### src/sv/assert_macros.svh
// ----------------------------------------------------------------------------
// Assertion macros
// Concurrent assertion wrappers, compiled out for synthesis.
// ----------------------------------------------------------------------------
`ifndef ASSERT_MACROS_SVH
`define ASSERT_MACROS_SVH

`ifndef SYNTHESIS

`define CRCL_ASSERT(lbl, clk, rst_n, prop, msg) \
    lbl: assert property (@(posedge clk) disable iff (!rst_n) prop) else $error(msg);

`define CRCL_NEVER(lbl, clk, rst_n, cond, msg) \
    lbl: assert property (@(posedge clk) disable iff (!rst_n) !(cond)) else $error(msg);

`else

`define CRCL_ASSERT(lbl, clk, rst_n, prop, msg)

`define CRCL_NEVER(lbl, clk, rst_n, cond, msg)

`endif

`endif

### src/sv/crcl_pkg.sv
// ----------------------------------------------------------------------------
// crcl_pkg
// Types, character codes and CRC-16 helpers for the command/reply link.
// ----------------------------------------------------------------------------
package crcl_pkg;

    localparam int BYTE_W  = 8;
    localparam int CRC_W   = 16;
    localparam int STAT_W  = 3;
    localparam int LEN_W   = 8;
    localparam int TDATA_W = 24;

    localparam logic [BYTE_W-1:0] CHAR_CR   = 8'h0D;
    localparam logic [BYTE_W-1:0] CHAR_LF   = 8'h0A;
    localparam logic [BYTE_W-1:0] CHAR_OPEN = 8'h28;

    localparam logic [STAT_W-1:0] ST_OK        = 3'd0;
    localparam logic [STAT_W-1:0] ST_BAD_START = 3'd1;
    localparam logic [STAT_W-1:0] ST_SHORT     = 3'd2;
    localparam logic [STAT_W-1:0] ST_MISMATCH  = 3'd3;
    localparam logic [STAT_W-1:0] ST_OVERFLOW  = 3'd4;

    localparam logic KIND_TX      = 1'b0;
    localparam logic KIND_VERDICT = 1'b1;

    localparam logic MODE_TX = 1'b0;

    localparam logic [1:0] SLOT_ECHO = 2'd0;
    localparam logic [1:0] SLOT_HI   = 2'd1;
    localparam logic [1:0] SLOT_LO   = 2'd2;
    localparam logic [1:0] SLOT_CR   = 2'd3;

    typedef struct packed {
        logic              mode;
        logic [BYTE_W-1:0] data_byte;
        logic              last;
    } t_in_item;

    typedef struct packed {
        logic              kind;
        logic              four;
        logic [BYTE_W-1:0] echo;
        logic [BYTE_W-1:0] crc_hi;
        logic [BYTE_W-1:0] crc_lo;
        logic [STAT_W-1:0] status;
        logic [LEN_W-1:0]  len;
    } t_burst;

    // polynomial 0x1021 folded over one nibble
    function automatic logic [CRC_W-1:0] crc_nib_tab(input logic [3:0] idx);
        logic [CRC_W-1:0] v;
        case (idx)
            4'h0: v = 16'h0000;
            4'h1: v = 16'h1021;
            4'h2: v = 16'h2042;
            4'h3: v = 16'h3063;
            4'h4: v = 16'h4084;
            4'h5: v = 16'h50A5;
            4'h6: v = 16'h60C6;
            4'h7: v = 16'h70E7;
            4'h8: v = 16'h8108;
            4'h9: v = 16'h9129;
            4'hA: v = 16'hA14A;
            4'hB: v = 16'hB16B;
            4'hC: v = 16'hC18C;
            4'hD: v = 16'hD1AD;
            4'hE: v = 16'hE1CE;
            4'hF: v = 16'hF1EF;
            default: v = 16'h0000;
        endcase
        return v;
    endfunction

    function automatic logic [CRC_W-1:0] crc_nibble(input logic [CRC_W-1:0] crc,
                                                    input logic [3:0] nib);
        logic [3:0] idx;
        idx = crc[15:12] ^ nib;
        return {crc[11:0], 4'h0} ^ crc_nib_tab(idx);
    endfunction

    function automatic logic [CRC_W-1:0] crc_byte(input logic [CRC_W-1:0] crc,
                                                  input logic [BYTE_W-1:0] b);
        return crc_nibble(crc_nibble(crc, b[7:4]), b[3:0]);
    endfunction

    function automatic logic [BYTE_W-1:0] escape_byte(input logic [BYTE_W-1:0] b);
        logic [BYTE_W-1:0] r;
        r = b;
        if (b == CHAR_OPEN || b == CHAR_CR || b == CHAR_LF) begin
            r = b + 8'd1;
        end
        return r;
    endfunction

endpackage

### src/sv/crc_framed_command_reply_link.sv
// ----------------------------------------------------------------------------
// crc_framed_command_reply_link
// CRC-16 command framer and reply checker for a byte serial link.
// ----------------------------------------------------------------------------
// Input stream: tdata = data byte, tuser = mode (0 command, 1 reply byte),
// tlast = last command byte. Output stream: tuser = result kind (0 byte to
// send, 1 reply verdict), tlast = last result of the input transfer, tdata =
// tx_byte, status and reply_length packed from bit 0.
// A command byte gives one transfer (its echo); a last command byte gives
// four: echo, escaped CRC high, escaped CRC low and CR. A reply byte gives no
// transfer until the CR or the length limit, then one verdict.
// A result passes from its input transfer through the input register, then
// the result register; the core between them is combinational.
// Throughput: one input transfer per cycle while each item gives at most one
// result and the receiver takes every result; a last command byte holds the
// input while its four results drain from the result register.
// When the receiver stalls, the result register holds and the input register
// takes one more transfer before tready drops.
// Reset clears both CRCs, the reply count and all pending results.
// ----------------------------------------------------------------------------
module crc_framed_command_reply_link #(
    parameter int MAX_REPLY = 128
) (
    input  logic                         i_clk,
    input  logic                         i_rst_n,
    input  logic                         i_s_axis_tvalid,
    output logic                         o_s_axis_tready,
    input  logic [7:0]                   i_s_axis_tdata,  // [7:0] data_byte
    input  logic                         i_s_axis_tuser,  // [0] mode
    input  logic                         i_s_axis_tlast,
    output logic                         o_m_axis_tvalid,
    input  logic                         i_m_axis_tready,
    // [7:0] tx_byte, [10:8] status, [18:11] reply_length, [23:19] zero
    output logic [crcl_pkg::TDATA_W-1:0] o_m_axis_tdata,
    output logic                         o_m_axis_tuser,  // [0] result_kind
    output logic                         o_m_axis_tlast
);
    import crcl_pkg::*;

    logic     w_in_valid;
    t_in_item w_item;
    logic     w_room;
    logic     w_take;
    logic     w_has_result;
    t_burst   w_burst;

    assign w_take = w_in_valid && w_room;

    crcl_in_reg u_in_reg (
        .i_clk           (i_clk),
        .i_rst_n         (i_rst_n),
        .i_s_axis_tvalid (i_s_axis_tvalid),
        .o_s_axis_tready (o_s_axis_tready),
        .i_s_axis_tdata  (i_s_axis_tdata),
        .i_s_axis_tuser  (i_s_axis_tuser),
        .i_s_axis_tlast  (i_s_axis_tlast),
        .i_take          (w_take),
        .o_valid         (w_in_valid),
        .o_item          (w_item)
    );

    crcl_core #(
        .MAX_REPLY (MAX_REPLY)
    ) u_core (
        .i_clk        (i_clk),
        .i_rst_n      (i_rst_n),
        .i_take       (w_take),
        .i_item       (w_item),
        .o_has_result (w_has_result),
        .o_burst      (w_burst)
    );

    crcl_out_seq u_out_seq (
        .i_clk           (i_clk),
        .i_rst_n         (i_rst_n),
        .i_load          (w_take),
        .i_has_result    (w_has_result),
        .i_burst         (w_burst),
        .o_room          (w_room),
        .o_m_axis_tvalid (o_m_axis_tvalid),
        .i_m_axis_tready (i_m_axis_tready),
        .o_m_axis_tdata  (o_m_axis_tdata),
        .o_m_axis_tuser  (o_m_axis_tuser),
        .o_m_axis_tlast  (o_m_axis_tlast)
    );

endmodule

### src/sv/crcl_in_reg.sv
// ----------------------------------------------------------------------------
// crcl_in_reg
// Input register: holds one accepted transfer until the core takes it.
// ----------------------------------------------------------------------------
module crcl_in_reg (
    input  logic              i_clk,
    input  logic              i_rst_n,
    input  logic              i_s_axis_tvalid,
    output logic              o_s_axis_tready,
    input  logic [7:0]        i_s_axis_tdata,
    input  logic              i_s_axis_tuser,
    input  logic              i_s_axis_tlast,
    input  logic              i_take,
    output logic              o_valid,
    output crcl_pkg::t_in_item o_item
);
    import crcl_pkg::*;

    logic     r_valid;
    logic     n_valid;
    t_in_item r_item;
    logic     w_load;

    assign o_s_axis_tready = !r_valid || i_take;
    assign w_load          = i_s_axis_tvalid && o_s_axis_tready;

    always_comb begin
        n_valid = r_valid;
        if (w_load) begin
            n_valid = 1'b1;
        end else if (i_take) begin
            n_valid = 1'b0;
        end
    end

    always_ff @(posedge i_clk) begin
        if (!i_rst_n) begin
            r_valid <= 1'b0;
        end else begin
            r_valid <= n_valid;
        end
    end

    always_ff @(posedge i_clk) begin
        if (w_load) begin
            r_item.mode      <= i_s_axis_tuser;
            r_item.data_byte <= i_s_axis_tdata;
            r_item.last      <= i_s_axis_tlast;
        end
    end

    assign o_valid = r_valid;
    assign o_item  = r_item;

endmodule

### src/sv/crcl_core.sv
// ----------------------------------------------------------------------------
// crcl_core
// Transmit CRC and receive framing state; builds the results of one item.
// ----------------------------------------------------------------------------
module crcl_core #(
    parameter int MAX_REPLY = 128
) (
    input  logic               i_clk,
    input  logic               i_rst_n,
    input  logic               i_take,
    input  crcl_pkg::t_in_item i_item,
    output logic               o_has_result,
    output crcl_pkg::t_burst   o_burst
);
    import crcl_pkg::*;

    localparam logic [LEN_W-1:0] MAX_LEN = LEN_W'(MAX_REPLY);

    logic [CRC_W-1:0] r_tx_crc, n_tx_crc;
    logic [CRC_W-1:0] r_rx_crc, n_rx_crc;
    logic [CRC_W-1:0] r_held,   n_held;
    logic [LEN_W-1:0] r_count,  n_count;
    logic             r_start,  n_start;

    logic [CRC_W-1:0]  w_tx_next;
    logic [CRC_W-1:0]  w_rx_next;
    logic [LEN_W-1:0]  w_cnt1;
    logic              w_start;
    logic [CRC_W-1:0]  w_want;
    logic [BYTE_W-1:0] w_b;

    assign w_b       = i_item.data_byte;
    assign w_tx_next = crc_byte(r_tx_crc, w_b);
    assign w_rx_next = crc_byte(r_rx_crc, r_held[15:8]);
    assign w_cnt1    = r_count + LEN_W'(1);
    assign w_start   = (r_count == '0) ? (w_b == CHAR_OPEN) : r_start;
    assign w_want    = {escape_byte(r_rx_crc[15:8]), escape_byte(r_rx_crc[7:0])};

    always_comb begin
        n_tx_crc       = r_tx_crc;
        n_rx_crc       = r_rx_crc;
        n_held         = r_held;
        n_count        = r_count;
        n_start        = r_start;
        o_has_result   = 1'b0;
        o_burst.kind   = KIND_TX;
        o_burst.four   = 1'b0;
        o_burst.echo   = w_b;
        o_burst.crc_hi = escape_byte(w_tx_next[15:8]);
        o_burst.crc_lo = escape_byte(w_tx_next[7:0]);
        o_burst.status = ST_OK;
        o_burst.len    = '0;
        if (i_item.mode == MODE_TX) begin
            o_has_result = 1'b1;
            o_burst.four = i_item.last;
            n_tx_crc     = i_item.last ? '0 : w_tx_next;
        end else if (w_b != CHAR_CR) begin
            n_start = w_start;
            if (r_count >= LEN_W'(2)) begin
                n_rx_crc = w_rx_next;
            end
            n_held  = {r_held[7:0], w_b};
            n_count = w_cnt1;
            if (w_cnt1 >= MAX_LEN) begin
                o_has_result   = 1'b1;
                o_burst.kind   = KIND_VERDICT;
                o_burst.status = ST_OVERFLOW;
                o_burst.len    = MAX_LEN;
                n_rx_crc       = '0;
                n_held         = '0;
                n_count        = '0;
                n_start        = 1'b0;
            end
        end else begin
            o_has_result = 1'b1;
            o_burst.kind = KIND_VERDICT;
            o_burst.len  = w_cnt1;
            if (!w_start) begin
                o_burst.status = ST_BAD_START;
            end else if (w_cnt1 < LEN_W'(4)) begin
                o_burst.status = ST_SHORT;
            end else if (r_held != w_want) begin
                o_burst.status = ST_MISMATCH;
            end
            n_rx_crc = '0;
            n_held   = '0;
            n_count  = '0;
            n_start  = 1'b0;
        end
    end

    always_ff @(posedge i_clk) begin
        if (!i_rst_n) begin
            r_tx_crc <= '0;
            r_rx_crc <= '0;
            r_held   <= '0;
            r_count  <= '0;
            r_start  <= 1'b0;
        end else if (i_take) begin
            r_tx_crc <= n_tx_crc;
            r_rx_crc <= n_rx_crc;
            r_held   <= n_held;
            r_count  <= n_count;
            r_start  <= n_start;
        end
    end

endmodule

### src/sv/crcl_out_seq.sv
// ----------------------------------------------------------------------------
// crcl_out_seq
// Result register: holds the results of one item and sends them in order.
// ----------------------------------------------------------------------------
module crcl_out_seq (
    input  logic                           i_clk,
    input  logic                           i_rst_n,
    input  logic                           i_load,
    input  logic                           i_has_result,
    input  crcl_pkg::t_burst               i_burst,
    output logic                           o_room,
    output logic                           o_m_axis_tvalid,
    input  logic                           i_m_axis_tready,
    output logic [crcl_pkg::TDATA_W-1:0]   o_m_axis_tdata,
    output logic                           o_m_axis_tuser,
    output logic                           o_m_axis_tlast
);
    import crcl_pkg::*;

    `include "assert_macros.svh"

    logic        r_busy, n_busy;
    logic [1:0]  r_idx,  n_idx;
    t_burst      r_burst;
    logic        w_last;
    logic        w_done;
    logic [BYTE_W-1:0] w_byte;

    assign w_last = !r_burst.four || (r_idx == SLOT_CR);
    assign w_done = r_busy && i_m_axis_tready && w_last;
    assign o_room = !r_busy || w_done;

    always_comb begin
        n_busy = r_busy;
        n_idx  = r_idx;
        if (i_load) begin
            n_busy = i_has_result;
            n_idx  = SLOT_ECHO;
        end else if (w_done) begin
            n_busy = 1'b0;
            n_idx  = SLOT_ECHO;
        end else if (r_busy && i_m_axis_tready) begin
            n_idx = r_idx + 2'd1;
        end
    end

    always_ff @(posedge i_clk) begin
        if (!i_rst_n) begin
            r_busy <= 1'b0;
            r_idx  <= SLOT_ECHO;
        end else begin
            r_busy <= n_busy;
            r_idx  <= n_idx;
        end
    end

    always_ff @(posedge i_clk) begin
        if (i_load) begin
            r_burst <= i_burst;
        end
    end

    always_comb begin
        case (r_idx)
            SLOT_ECHO: w_byte = r_burst.echo;
            SLOT_HI:   w_byte = r_burst.crc_hi;
            SLOT_LO:   w_byte = r_burst.crc_lo;
            SLOT_CR:   w_byte = CHAR_CR;
            default:   w_byte = r_burst.echo;
        endcase
        if (r_burst.kind == KIND_VERDICT) begin
            w_byte = '0;
        end
    end

    assign o_m_axis_tvalid = r_busy;
    assign o_m_axis_tuser  = r_burst.kind;
    assign o_m_axis_tlast  = w_last;
    assign o_m_axis_tdata  = {5'd0, r_burst.len, r_burst.status, w_byte};

    `CRCL_ASSERT(a_load_room, i_clk, i_rst_n, i_load |-> o_room, "load while results pending")
    `CRCL_ASSERT(a_idx_four, i_clk, i_rst_n, (r_idx != SLOT_ECHO) |-> (r_busy && r_burst.four), "slot advance outside a four-result burst")
    `CRCL_ASSERT(a_cr_slot, i_clk, i_rst_n, (r_busy && r_idx == SLOT_CR) |-> (o_m_axis_tdata[7:0] == CHAR_CR && o_m_axis_tlast), "closing slot is not CR")
    `CRCL_NEVER(a_verdict_byte, i_clk, i_rst_n, r_busy && r_burst.kind == KIND_VERDICT && o_m_axis_tdata[7:0] != '0, "verdict carries a byte")

endmodule
### config.mk
export PLATFORM = sky130hd
export DESIGN_NAME = crc_framed_command_reply_link
export DESIGN_NICKNAME = d
export VERILOG_FILES = /design/src/sv/crcl_pkg.sv /design/src/sv/crc_framed_command_reply_link.sv /design/src/sv/crcl_in_reg.sv /design/src/sv/crcl_core.sv /design/src/sv/crcl_out_seq.sv
export VERILOG_INCLUDE_DIRS = /design/src /design/src/sv
export SDC_FILE = /design/constraint.sdc
export NUM_CORES = 1
export LEC_CHECK = 0
export ABC_AREA = 1
export BUFFER_PORTS_ARGS = -buffer_cell sky130_fd_sc_hd__buf_4
export CORE_UTILIZATION = 50
export DETAILED_ROUTE_END_ITERATION = 12
export MAX_ROUTING_LAYER = met4
export PLACE_DENSITY = 0.68
export SYNTH_ARGS = -nofsm -noshare
export SYNTH_HDL_FRONTEND = slang
export SYNTH_HIERARCHICAL = 1
export SYNTH_SLANG_ARGS = --single-unit
### constraint.sdc
create_clock -name i_clk -period 3.3 [get_ports i_clk]
set_input_delay 0.33 -clock i_clk [delete_from_list [all_inputs] [get_ports i_clk]]
set_output_delay 0.33 -clock i_clk [all_outputs]
set_load 0.005 [all_outputs]
Yosys cells after proc, flatten, opt, wreduce, memory -nomap -nowiden:

Memories as Yosys holds them, arrays and structs flattened.
Index checks and enable logic that the tools add are counted.

* bits in read-only memories: 768
* memories kept: 4
* word-level logic and storage cells: 115
* bits of input ports: 14
* output and inout bits: 28
* flip-flop bits (word level): 108

* $add $sub $neg: 6
* eq/ne operators: 19
* reduce and logical (&&, ||, !) cells: 26
* bitwise gates (word level): 10
* order comparisons: 3
* multiplexer cells: 29

Memory list
* (name not given): words 16, width 12, rd ports 1, clocked after Yosys merged registers in 0, write ports 0, line crcl_pkg.sv:52 `case (idx)`
* (name not given): words 16, width 12, rd ports 1, clocked after Yosys merged registers in 0, write ports 0, line crcl_pkg.sv:52
* (name not given): words 16, width 12, rd ports 1, clocked after Yosys merged registers in 0, write ports 0, line crcl_pkg.sv:52
* (name not given): words 16, width 12, rd ports 1, clocked after Yosys merged registers in 0, write ports 0, line crcl_pkg.sv:52

Operators with widths (count)
* $mux W16: 6
* $eq A8 B4 Y1 const B: 8
* $xor A16 B16 Y16: 4
* $mux W8: 7
* $add A8 B1 Y8 const B: 5
* $eq A8 B6 Y1 const B: 5
* $pmux W8 S4: 1
* $mux W11: 2
* $ne A16 B16 Y1: 1
* $xor A4 B4 Y4: 4
* $logic_or A1 B1 Y1: 11
* $mux W1: 10
* $ge A8 B2 Y1 const B: 1
* $ge A8 B8 Y1 const B: 1
* $logic_not A8 Y1: 1
* $lt A8 B3 Y1 const B: 1
* $ne A8 B4 Y1 const B: 1
* $mux W3: 2
* $eq A2 B2 Y1 const B: 2
* $logic_and A1 B1 Y1: 4
* $reduce_and A2 Y1: 2
* $reduce_bool A2 Y1: 2
* $logic_not A1 Y1: 3
* $ne A3 B3 Y1 const B: 1
* 7 further kinds: 8

Depth between registers and ports, before layout:

Gate-level depths: netlist of run 1.
An unclocked memory read counts as a cell.

* depth after elaboration: 10
* mapped depth: 16
* depth with buffers taken out: 16

Modules after synthesis:

Netlist of run 1, hierarchy kept.

Modules (own cells, without submodules)
* crcl_core: times used 1, sequential area each 1141.1 µm², area each 3907.5 µm², cells each 562
* crcl_out_seq: times used 1, sequential area each 1171.1 µm², area each 1622.8 µm², cells each 126
* crcl_in_reg: times used 1, sequential area each 320.3 µm², area each 351.6 µm², cells each 17
* crc_framed_command_reply_link: times used 1, sequential area each 0.0 µm², area each 7.5 µm², cells each 2

Worst setup path after synthesis of run 1:

Ideal clock, no wire load.

* path type: reg2reg
* start: register u_out_seq.r_idx[0]
* end: register u_core.r_rx_crc[2]
* data arrival time: 2.772 ns
* buffers on the path: 1
* required time: 3.172 ns
* period minus slack after synthesis: 2.900 ns
* setup time: 0.128 ns
* path slack: 0.400 ns
* stages on the path, launching flop included: 14
* path through: dfxtp_1 -> ha_1 -> inv_1 -> nand2_1 -> nand2_1 -> nand2_1 -> nand2_1 -> inv_1 -> nand2_1 -> inv_1 -> nand2_2 -> clkbuf_1 -> a21oi_1 -> nor2_1

* longest elaborated chain between the ends: 6

RTL lines
* start, declared: line crcl_out_seq.sv:23 `logic [1:0] r_idx, n_idx;`
* start signal, assigned: line crcl_out_seq.sv:53 `r_idx <= n_idx;`
* $eq A2 B2 Y1: line crcl_out_seq.sv:29 `assign w_last = !r_burst.four || (r_idx == SLOT_CR);`
* $logic_or A1 B1 Y1: line crcl_out_seq.sv:29
* named net o_m_axis_tlast: line crc_framed_command_reply_link.sv:36 `output logic o_m_axis_tlast`
* $logic_and A1 B1 Y1: line crcl_out_seq.sv:30 `assign w_done = r_busy && i_m_axis_tready && w_last;`
* $logic_or A1 B1 Y1: line crcl_out_seq.sv:31 `assign o_room = !r_busy || w_done;`
* named net w_room: line crc_framed_command_reply_link.sv:42 `logic w_room;`
* $logic_and A1 B1 Y1: line crc_framed_command_reply_link.sv:47 `assign w_take = w_in_valid && w_room;`
* named net w_take: line crc_framed_command_reply_link.sv:43 `logic w_take;`
* $reduce_and A3 Y1 (no line)
* end signal, assigned: line crcl_core.sv:101 `r_rx_crc <= n_rx_crc;`
* end, declared: line crcl_core.sv:20 `logic [CRC_W-1:0] r_rx_crc, n_rx_crc;`

The timed path passes the listed nets, and every way through them passes these cells.
A chain may end at the register's enable or synchronous reset.

==> results.py, run 1 <==
metrics = {
    "outcome": {
        "outcome": "finished, final reports clean",
    },
    "die": {
        "core_area_um2": 11500,
        "io_pins": 42,
        "die-area_um2": 12200,
        "rows": 39,
        "initial_core_util": 0.514,
        "die_h_um": 111,
        "die_w_um": 111,
    },
    "sta": {
        "fin_worst_skew_ns": 0.00520,
        "finalMaxSlewViolations": 0,
        "worst_pin_slew_ns": 0.949,
        "hold_viol_final": 0,
        "fmax_ghz": 0.367,
        "setup_ws_ns": 0.574,
        "rsz0062_at_grt": "no",
        "post-route-period-util": 0.826,
        "setup-tns-final_ns": 0,
        "slew_headroom": 0.366,
        "timing.hold.ws_ns": 0.158,
        "finalSetupViolCount": 0,
        "fin_crit_ns": 2.73,
    },
    "yosys": {
        "synth_cell_type_count": 46,
        "ys_top_cells_by_count": "nand2_1, inv_1, a21oi_1",
        "synthSimpleGateAreaFrac": 0.230,
        "synth_fa_ha_area_frac": 0.0489,
        "ys_ff_latch": 108,
        "synth_mux_area_frac": 0,
        "async_flop_share": 0,
        "syn_area_per_cell_um2": 8.33,
        "synth_top_area_cell": "edfxtp_1",
        "synth_cells": 707,
        "syn_area_um2": 5890,
        "synthXorXnorAreaFrac": 0.0994,
        "synth_area_leaders": "edfxtp_1, dfxtp_1, nand2_1, a21oi_1, ha_1",
        "yosys.area.top_type_share": 0.240,
        "yosysMostFrequentCell": "nand2_1",
        "synth_edf_count": 47,
        "yosysWarnings": 6,
        "synth_top_family_by_area": "simple AND/OR/NAND/NOR gates",
        "ys.flop_type": "dfxtp_1",
        "synth_compound_area_frac": 0.0816,
        "seq_area_frac_synth": 0.447,
    },
    "placed_design": {
        "dp_hpwl_um": 8910,
        "pre_cts_slack_ns": 0.625,
        "dp_cells": 855,
        "port_buffers": 36,
        "gp_congestion": 0.853,
    },
    "pwr": {
        "power_density_nw_per_um2": 461,
        "switching_power_mw": 0.769,
        "power.share.clock": 0.371,
        "p_total_mw": 2.97,
        "pwr-share-seq": 0.507,
        "p_comb_frac": 0.122,
        "p_int_mw": 2.20,
        "p_sw_frac": 0.259,
        "p_leak_nw": 2.64,
        "peakVddDrop_mv": 0.263,
    },
    "clock_tree": {
        "cts_buffer_depth": 2,
        "cts_buffers": 9,
        "clock-sinks": 108,
        "root_buffer": "clkbuf_16",
        "post_cts_buffers": 0,
        "worstSkewPairLatency_ns": 0.34,
        "cts_resized": 0,
        "clk_pin_slew_worst_paths_ns": 0.07,
        "cts_tree": "built",
        "h-tree-depth": 3,
        "ctsHoldBuffers": 0,
    },
    "worst_setup_path": {
        "cp_common_cell": "xor2_1",
        "cp-start-kind": "flop",
        "critPathCaptureType": "flop",
        "path_buf_inv": 2,
        "crit_path_cell_trace": "inv_1, nand2_1, nand2_2, xor2_1, xor2_1, ha_1, inv_1, o21a_1, nor2_4, nand2_2, xor2_1",
        "critical-path-top-delay-family": "XOR/XNOR gates",
        "required_ns": 3.38,
        "critPathMaxFanout": 5,
        "cp_slowest_cell": "edfxtp_1",
        "cp.arrival_ns": 2.81,
        "reg2reg_depth": 11,
        "critical_path_class": "flop to flop",
        "cp.depth": 11,
        "max_stage_delay_ns": 0.47,
    },
    "global_route": {
        "grt.overflow.total": 0,
        "antenna_found_initial": 0,
        "grt_usage": 0.211,
        "grt_pass1_vias": 4270,
        "grt_max_degree": 41,
        "grt_pass1_wl_um": 20300,
    },
    "detailed_routing": {
        "drt-wirelength-per-cell_um": 13.9,
        "first_pass_iters": 6,
        "ant_nets": 0,
        "drt_iter0_drc": 325,
        "route.detailed.drc": 0,
        "wl_um": 12100,
        "viasPerCell": 5.16,
        "vias": 4496,
    },
    "layout": {
        "fillCellCount": 1020,
        "fin_cells": 871,
        "diodes": 0,
        "nets": 760,
        "drive_gt1_frac": 0.124,
        "multi_input_area_um2": 2730,
        "area_delta_synth_final_pct": 9.43,
        "seq_area_um2": 2630,
    },
    "worst_hold_path": {
        "worstHoldPathCells": 1,
        "hold_path_class": "primary input to flop",
    },
    "flow_run": {
        "drv_cap": 0,
    },
}
-- layer usage --
layer / track usage / vias to the layer above / routed length (um)
li1: - / 2277 / -
met1: 0.284 / 2102 / 5940
met2: 0.329 / 107 / 5590
met3: 0.0220 / 10 / 431
met4: 0.0809 / 0 / 151
met5: - / - / 0
-- worst reg2reg max path: cells and delay by family, from the launching register on --
kind | cells | cell delay (ns)
buffers and inverters | 2 | 0.12
AO/OA/AOI/OAI | 1 | 0.21
flip-flops | 1 | 0.47
adder cells (fa/ha/maj) | 1 | 0.23
XOR/XNOR | 3 | 1.02
AND/OR/NAND/NOR | 4 | 0.40
-- final timing paths --
path,start,end,slack [ns]
worst min-delay path,i_s_axis_tdata[5],u_in_reg/o_item[6],0.16
worst min register to register,u_core/r_tx_crc[1],u_core/r_tx_crc[1],0.48
worst max register to register,u_in_reg/o_item[8],u_out_seq/r_burst[19],0.57
worst max-delay path,u_in_reg/o_item[8],u_out_seq/r_burst[19],0.57
-- sequential cells by signal, summed over array words and instances, names as in the netlist --
name,count
u_out_seq/r_burst,25
u_core/r_count,8
u_core/r_rx_crc,16
u_out_seq/o_m_axis_tuser,1
u_in_reg/o_item,10
u_out_seq/r_idx,2
u_in_reg/o_valid,1
u_core/r_tx_crc,16
u_core/r_start,1
u_core/r_held,16
u_out_seq/o_m_axis_tdata,11
u_out_seq/o_m_axis_tvalid,1
-- cells in the final DEF (no fill, tap or decap), types with 7 or more instances in the layout --
master     count
edfxtp_1      47
buf_4         43
nor2_1        61
inv_1         68
dfxtp_1       61
xor2_1        31
ha_1          23
nor3_1        10
clkbuf_16      9
nand3_1       31
xnor2_1       24
a21oi_1       66
nand4_1       13
nand2_1      170
nand2_2        7
o21ai_0        7
-- final cells by class --
cell class                 count  share of cell area
multi-input combinational    487               0.423
sequential                   108               0.408
timing repair buffer          43              0.0501
inverter                      74              0.0431
clock buffer                   9              0.0349
tap                          143              0.0278
clock inverter                 7              0.0126
-- stage by stage --
| stage | cell area (um^2) | utilization |
|---|---|---|
| floorplan | 5900 | - |
| global placement | 6140 | 0.535 |
| detailed placement | 6140 | 0.535 |
| CTS | 6440 | 0.562 |
| global route | 6440 | 0.562 |
| finish | 6440 | 0.562 |
-- power by group through the flow --
stage | Clock, mW | Sequential (mW) | Combinational, mW
after floorplan | 0 | 1.52 | 0.270
after global routing | 1.18 | 1.51 | 0.402
after CTS | 1.13 | 1.51 | 0.361
after detailed placement | 0 | 1.54 | 0.359
after global placement | 0 | 1.54 | 0.351
final | 1.10 | 1.51 | 0.362
-- logic make-up (layout without fill, tap and decap cells) --
kind of cell,after synthesis,count (layout)
and+or+nand+nor,309,309
xor gates and xnor gates,60,60
adders and majority gates,23,23
DFF,108,108
other,1,5
buffers and inverters,116,133
AOI/OAI and AO/OA,90,90
No activity file was read; power rests on OpenSTA's default activity.
==> run 2: changes to the inputs <==
- ABC_AREA: 1 -> 0
- PLACE_DENSITY: 0.68 -> 0.71
- clock period: 3.3 -> 2.35 ns (I/O delays scaled with it)
==> run 2 against run 1 <==
Effect of this change:
- the flow now finishes with violations (negative setup slack)
- cell count down 10%
- die area down 0.33%
- clock power up 45%
- global-route usage up 3.4 points
- critical path depth down 2
- maximum frequency up 16%
- first-iteration DRC count up 13%
- critical path type unchanged
==> results.py, run 2 <==
metrics = {
    "sta": {
        "finalMaxSlewViolations": 0,
        "setup_ws_ns": -0.00277,
        "fmax_ghz": 0.425,
        "fin_worst_skew_ns": 0.00663,
        "worst_pin_slew_ns": 0.636,
        "post-route-period-util": 1.00,
        "rsz0062_at_grt": "yes",
        "slew_headroom": 0.573,
        "hold_viol_final": 0,
        "fin_crit_ns": 2.35,
        "finalSetupViolCount": 1,
    },
    "yosys": {
        "ys_ff_latch": 108,
        "synthXorXnorAreaFrac": 0.116,
        "yosysMostFrequentCell": "dfxtp_1",
        "ys_top_cells_by_count": "dfxtp_1, edfxtp_1, nand2_1",
        "ys.flop_type": "dfxtp_1",
        "syn_area_um2": 5870,
        "synth_top_family_by_area": "simple AND/OR/NAND/NOR gates",
        "synth_area_leaders": "edfxtp_1, dfxtp_1, xnor2_1, ha_1, xor2_1",
        "synth_compound_area_frac": 0.132,
        "synth_cells": 569,
        "syn_area_per_cell_um2": 10.3,
        "yosys.area.top_type_share": 0.240,
        "synth_fa_ha_area_frac": 0.0490,
        "synth_mux_area_frac": 0.0158,
        "synth_cell_type_count": 71,
        "yosysWarnings": 6,
        "synth_edf_count": 47,
        "async_flop_share": 0,
        "synthSimpleGateAreaFrac": 0.173,
        "seq_area_frac_synth": 0.449,
        "synth_top_area_cell": "edfxtp_1",
    },
    "clock_tree": {
        "worstSkewPairLatency_ns": 0.36,
        "cts_buffers": 9,
        "root_buffer": "clkbuf_16",
        "clk_pin_slew_worst_paths_ns": 0.07,
        "h-tree-depth": 3,
        "clock-sinks": 108,
        "cts_buffer_depth": 2,
        "cts_tree": "built",
    },
    "global_route": {
        "antenna_found_initial": 0,
        "grt.overflow.total": 0,
        "grt_usage": 0.245,
        "grt_max_degree": 51,
        "grt_pass1_vias": 4347,
        "grt_pass1_wl_um": 21600,
    },
    "layout": {
        "nets": 669,
        "drive_gt1_frac": 0.245,
        "regMostFlops": "u_out_seq/r_burst",
        "multi_input_area_um2": 3000,
        "final_cell_mix": "buf_4, dfxtp_1, edfxtp_1",
        "area_delta_synth_final_pct": 18.7,
        "diodes": 0,
        "seq_area_um2": 2630,
        "fillCellCount": 935,
        "final_common_cell": "buf_4",
        "largest_register_ffs": 25,
        "final_util": 0.610,
    },
    "flow_run": {
        "drv_cap": 0,
    },
    "detailed_routing": {
        "first_pass_iters": 7,
        "vias": 4377,
        "drt-wirelength-per-cell_um": 17.6,
        "wl_um": 13700,
        "route.detailed.drc": 0,
        "ant_nets": 0,
        "drt_iter0_drc": 367,
        "viasPerCell": 5.61,
    },
    "worst_hold_path": {
        "hold_path_class": "primary input to flop",
    },
    "worst_setup_path": {
        "cp-start-kind": "flop",
        "cp.arrival_ns": 2.45,
        "critPathCaptureType": "flop",
        "cp_slowest_cell": "edfxtp_1",
        "r2r_slack_ns": -0.003,
        "required_ns": 2.45,
        "critPathMaxFanout": 3,
        "critical_path_class": "flop to flop",
        "max_stage_delay_ns": 0.43,
        "crit_path_cell_trace": "xnor2_2, xnor2_2, xnor2_2, inv_1, ha_1, nand2_1, mux2i_2, nand3_2, o41a_1",
        "cp_common_cell": "xnor2_2",
    },
    "placed_design": {
        "gp_congestion": 0.922,
        "port_buffers": 36,
        "dp_hpwl_um": 9480,
    },
    "outcome": {
        "violations": "negative setup slack",
        "outcome": "finished with violations",
    },
    "die": {
        "core_area_um2": 11400,
        "initial_core_util": 0.514,
        "die-area_um2": 12200,
        "die_w_um": 110,
        "die_h_um": 110,
        "rows": 39,
        "io_pins": 42,
    },
    "pwr": {
        "power_density_nw_per_um2": 633,
        "p_leak_nw": 2.75,
        "peakVddDrop_mv": 0.422,
        "p_total_mw": 4.41,
    },
}
-- run 2: cell count changes after synthesis, moves of 11 or more --
cell	change
a21boi_0	+17
a21oi_1	-58
a22o_1	+15
a22oi_1	+12
inv_1	-46
nand2_1	-124
nand4_1	-11
nor2_1	-39
nor2b_1	+27
xnor2_1	+12
-- run 2: final cells by class --
cell class,instances,area share
clock buffers,10,0.0329
repair buffers,98,0.109
inverters,23,0.0128
flip-flops and latches,108,0.378
clock inverters,6,0.0113
multi-input cells,392,0.431
well taps,143,0.0257
-- run 2: path summary, 6_finish.rpt --
check             depth (start not counted)          startpoint                     to
setup / recovery                          9  u_in_reg/o_item[4]  u_out_seq/r_burst[22]
hold / removal                            1   i_s_axis_tdata[5]     u_in_reg/o_item[6]
setup reg to reg                          9  u_in_reg/o_item[4]  u_out_seq/r_burst[22]
hold reg to reg                           2   u_core/r_held[15]      u_core/r_held[15]
-- run 2: report_power, final --
group / internal, mW / leakage [nW] / switching, mW
Clock: 0.924 / 0.145 / 0.677
Sequential: 2.06 / 0.939 / 0.0567
Combinational: 0.331 / 1.66 / 0.360
-- run 2: metal layers --
layer | global-route usage | wire, um | vias up
li1 | - | - | 2104
met1 | 0.313 | 6220 | 2164
met2 | 0.392 | 6850 | 91
met3 | 0.0341 | 445 | 18
met4 | 0.101 | 232 | 0
met5 | - | 0 | -
-- run 2: stage by stage --
stage / area [um^2] / setup WS [ns] / setup TNS [ns] / cells / hold WS, ns
2_1_floorplan: 5900 / -0.0687 / -0.0687 / 573 / 0.334
3_3_place_gp: 6430 / 0.0147 / 0 / 751 / 0.414
3_5_place_dp: 6430 / -0.137 / -0.394 / 751 / 0.414
4_1_cts: 6800 / -0.0476 / -0.0905 / 770 / 0.0492
5_1_grt: 6960 / -0.124 / -0.978 / 780 / 0.0478
6_report: 6960 / -0.00277 / -0.00277 / 780 / 0.0513
-- run 2: critical path, delay by kind of cell, from the launching register on --
family          cells  cell delay [ns]
flops               1             0.43
simple gates        2             0.22
fa+ha+maj           1             0.16
buf+inv             1             0.12
compound gates      1             0.37
mux                 1             0.24
xor+xnor            3             0.56
-- run 2: kinds of logic (layout without fill, tap and decap cells) --
kind of cell             after synthesis  count (layout)
AND/OR/NAND/NOR                      184             184
flip-flops                           108             108
AO/OA/AOI/OAI                        101             101
buffers and inverters                 73             137
XOR/XNOR                              70              70
adder cells (fa/ha/maj)               23              23
multiplexers                           9               9
other                                  1               5
-- run 2: repair_timing --
action / CTS / global route
endpoints found under the setup margin: 8 / 29
pin swaps: 4 / 10
setup buffers: 3 / 10
hold buffers: 0 / 0
gates resized for setup: 6 / 18
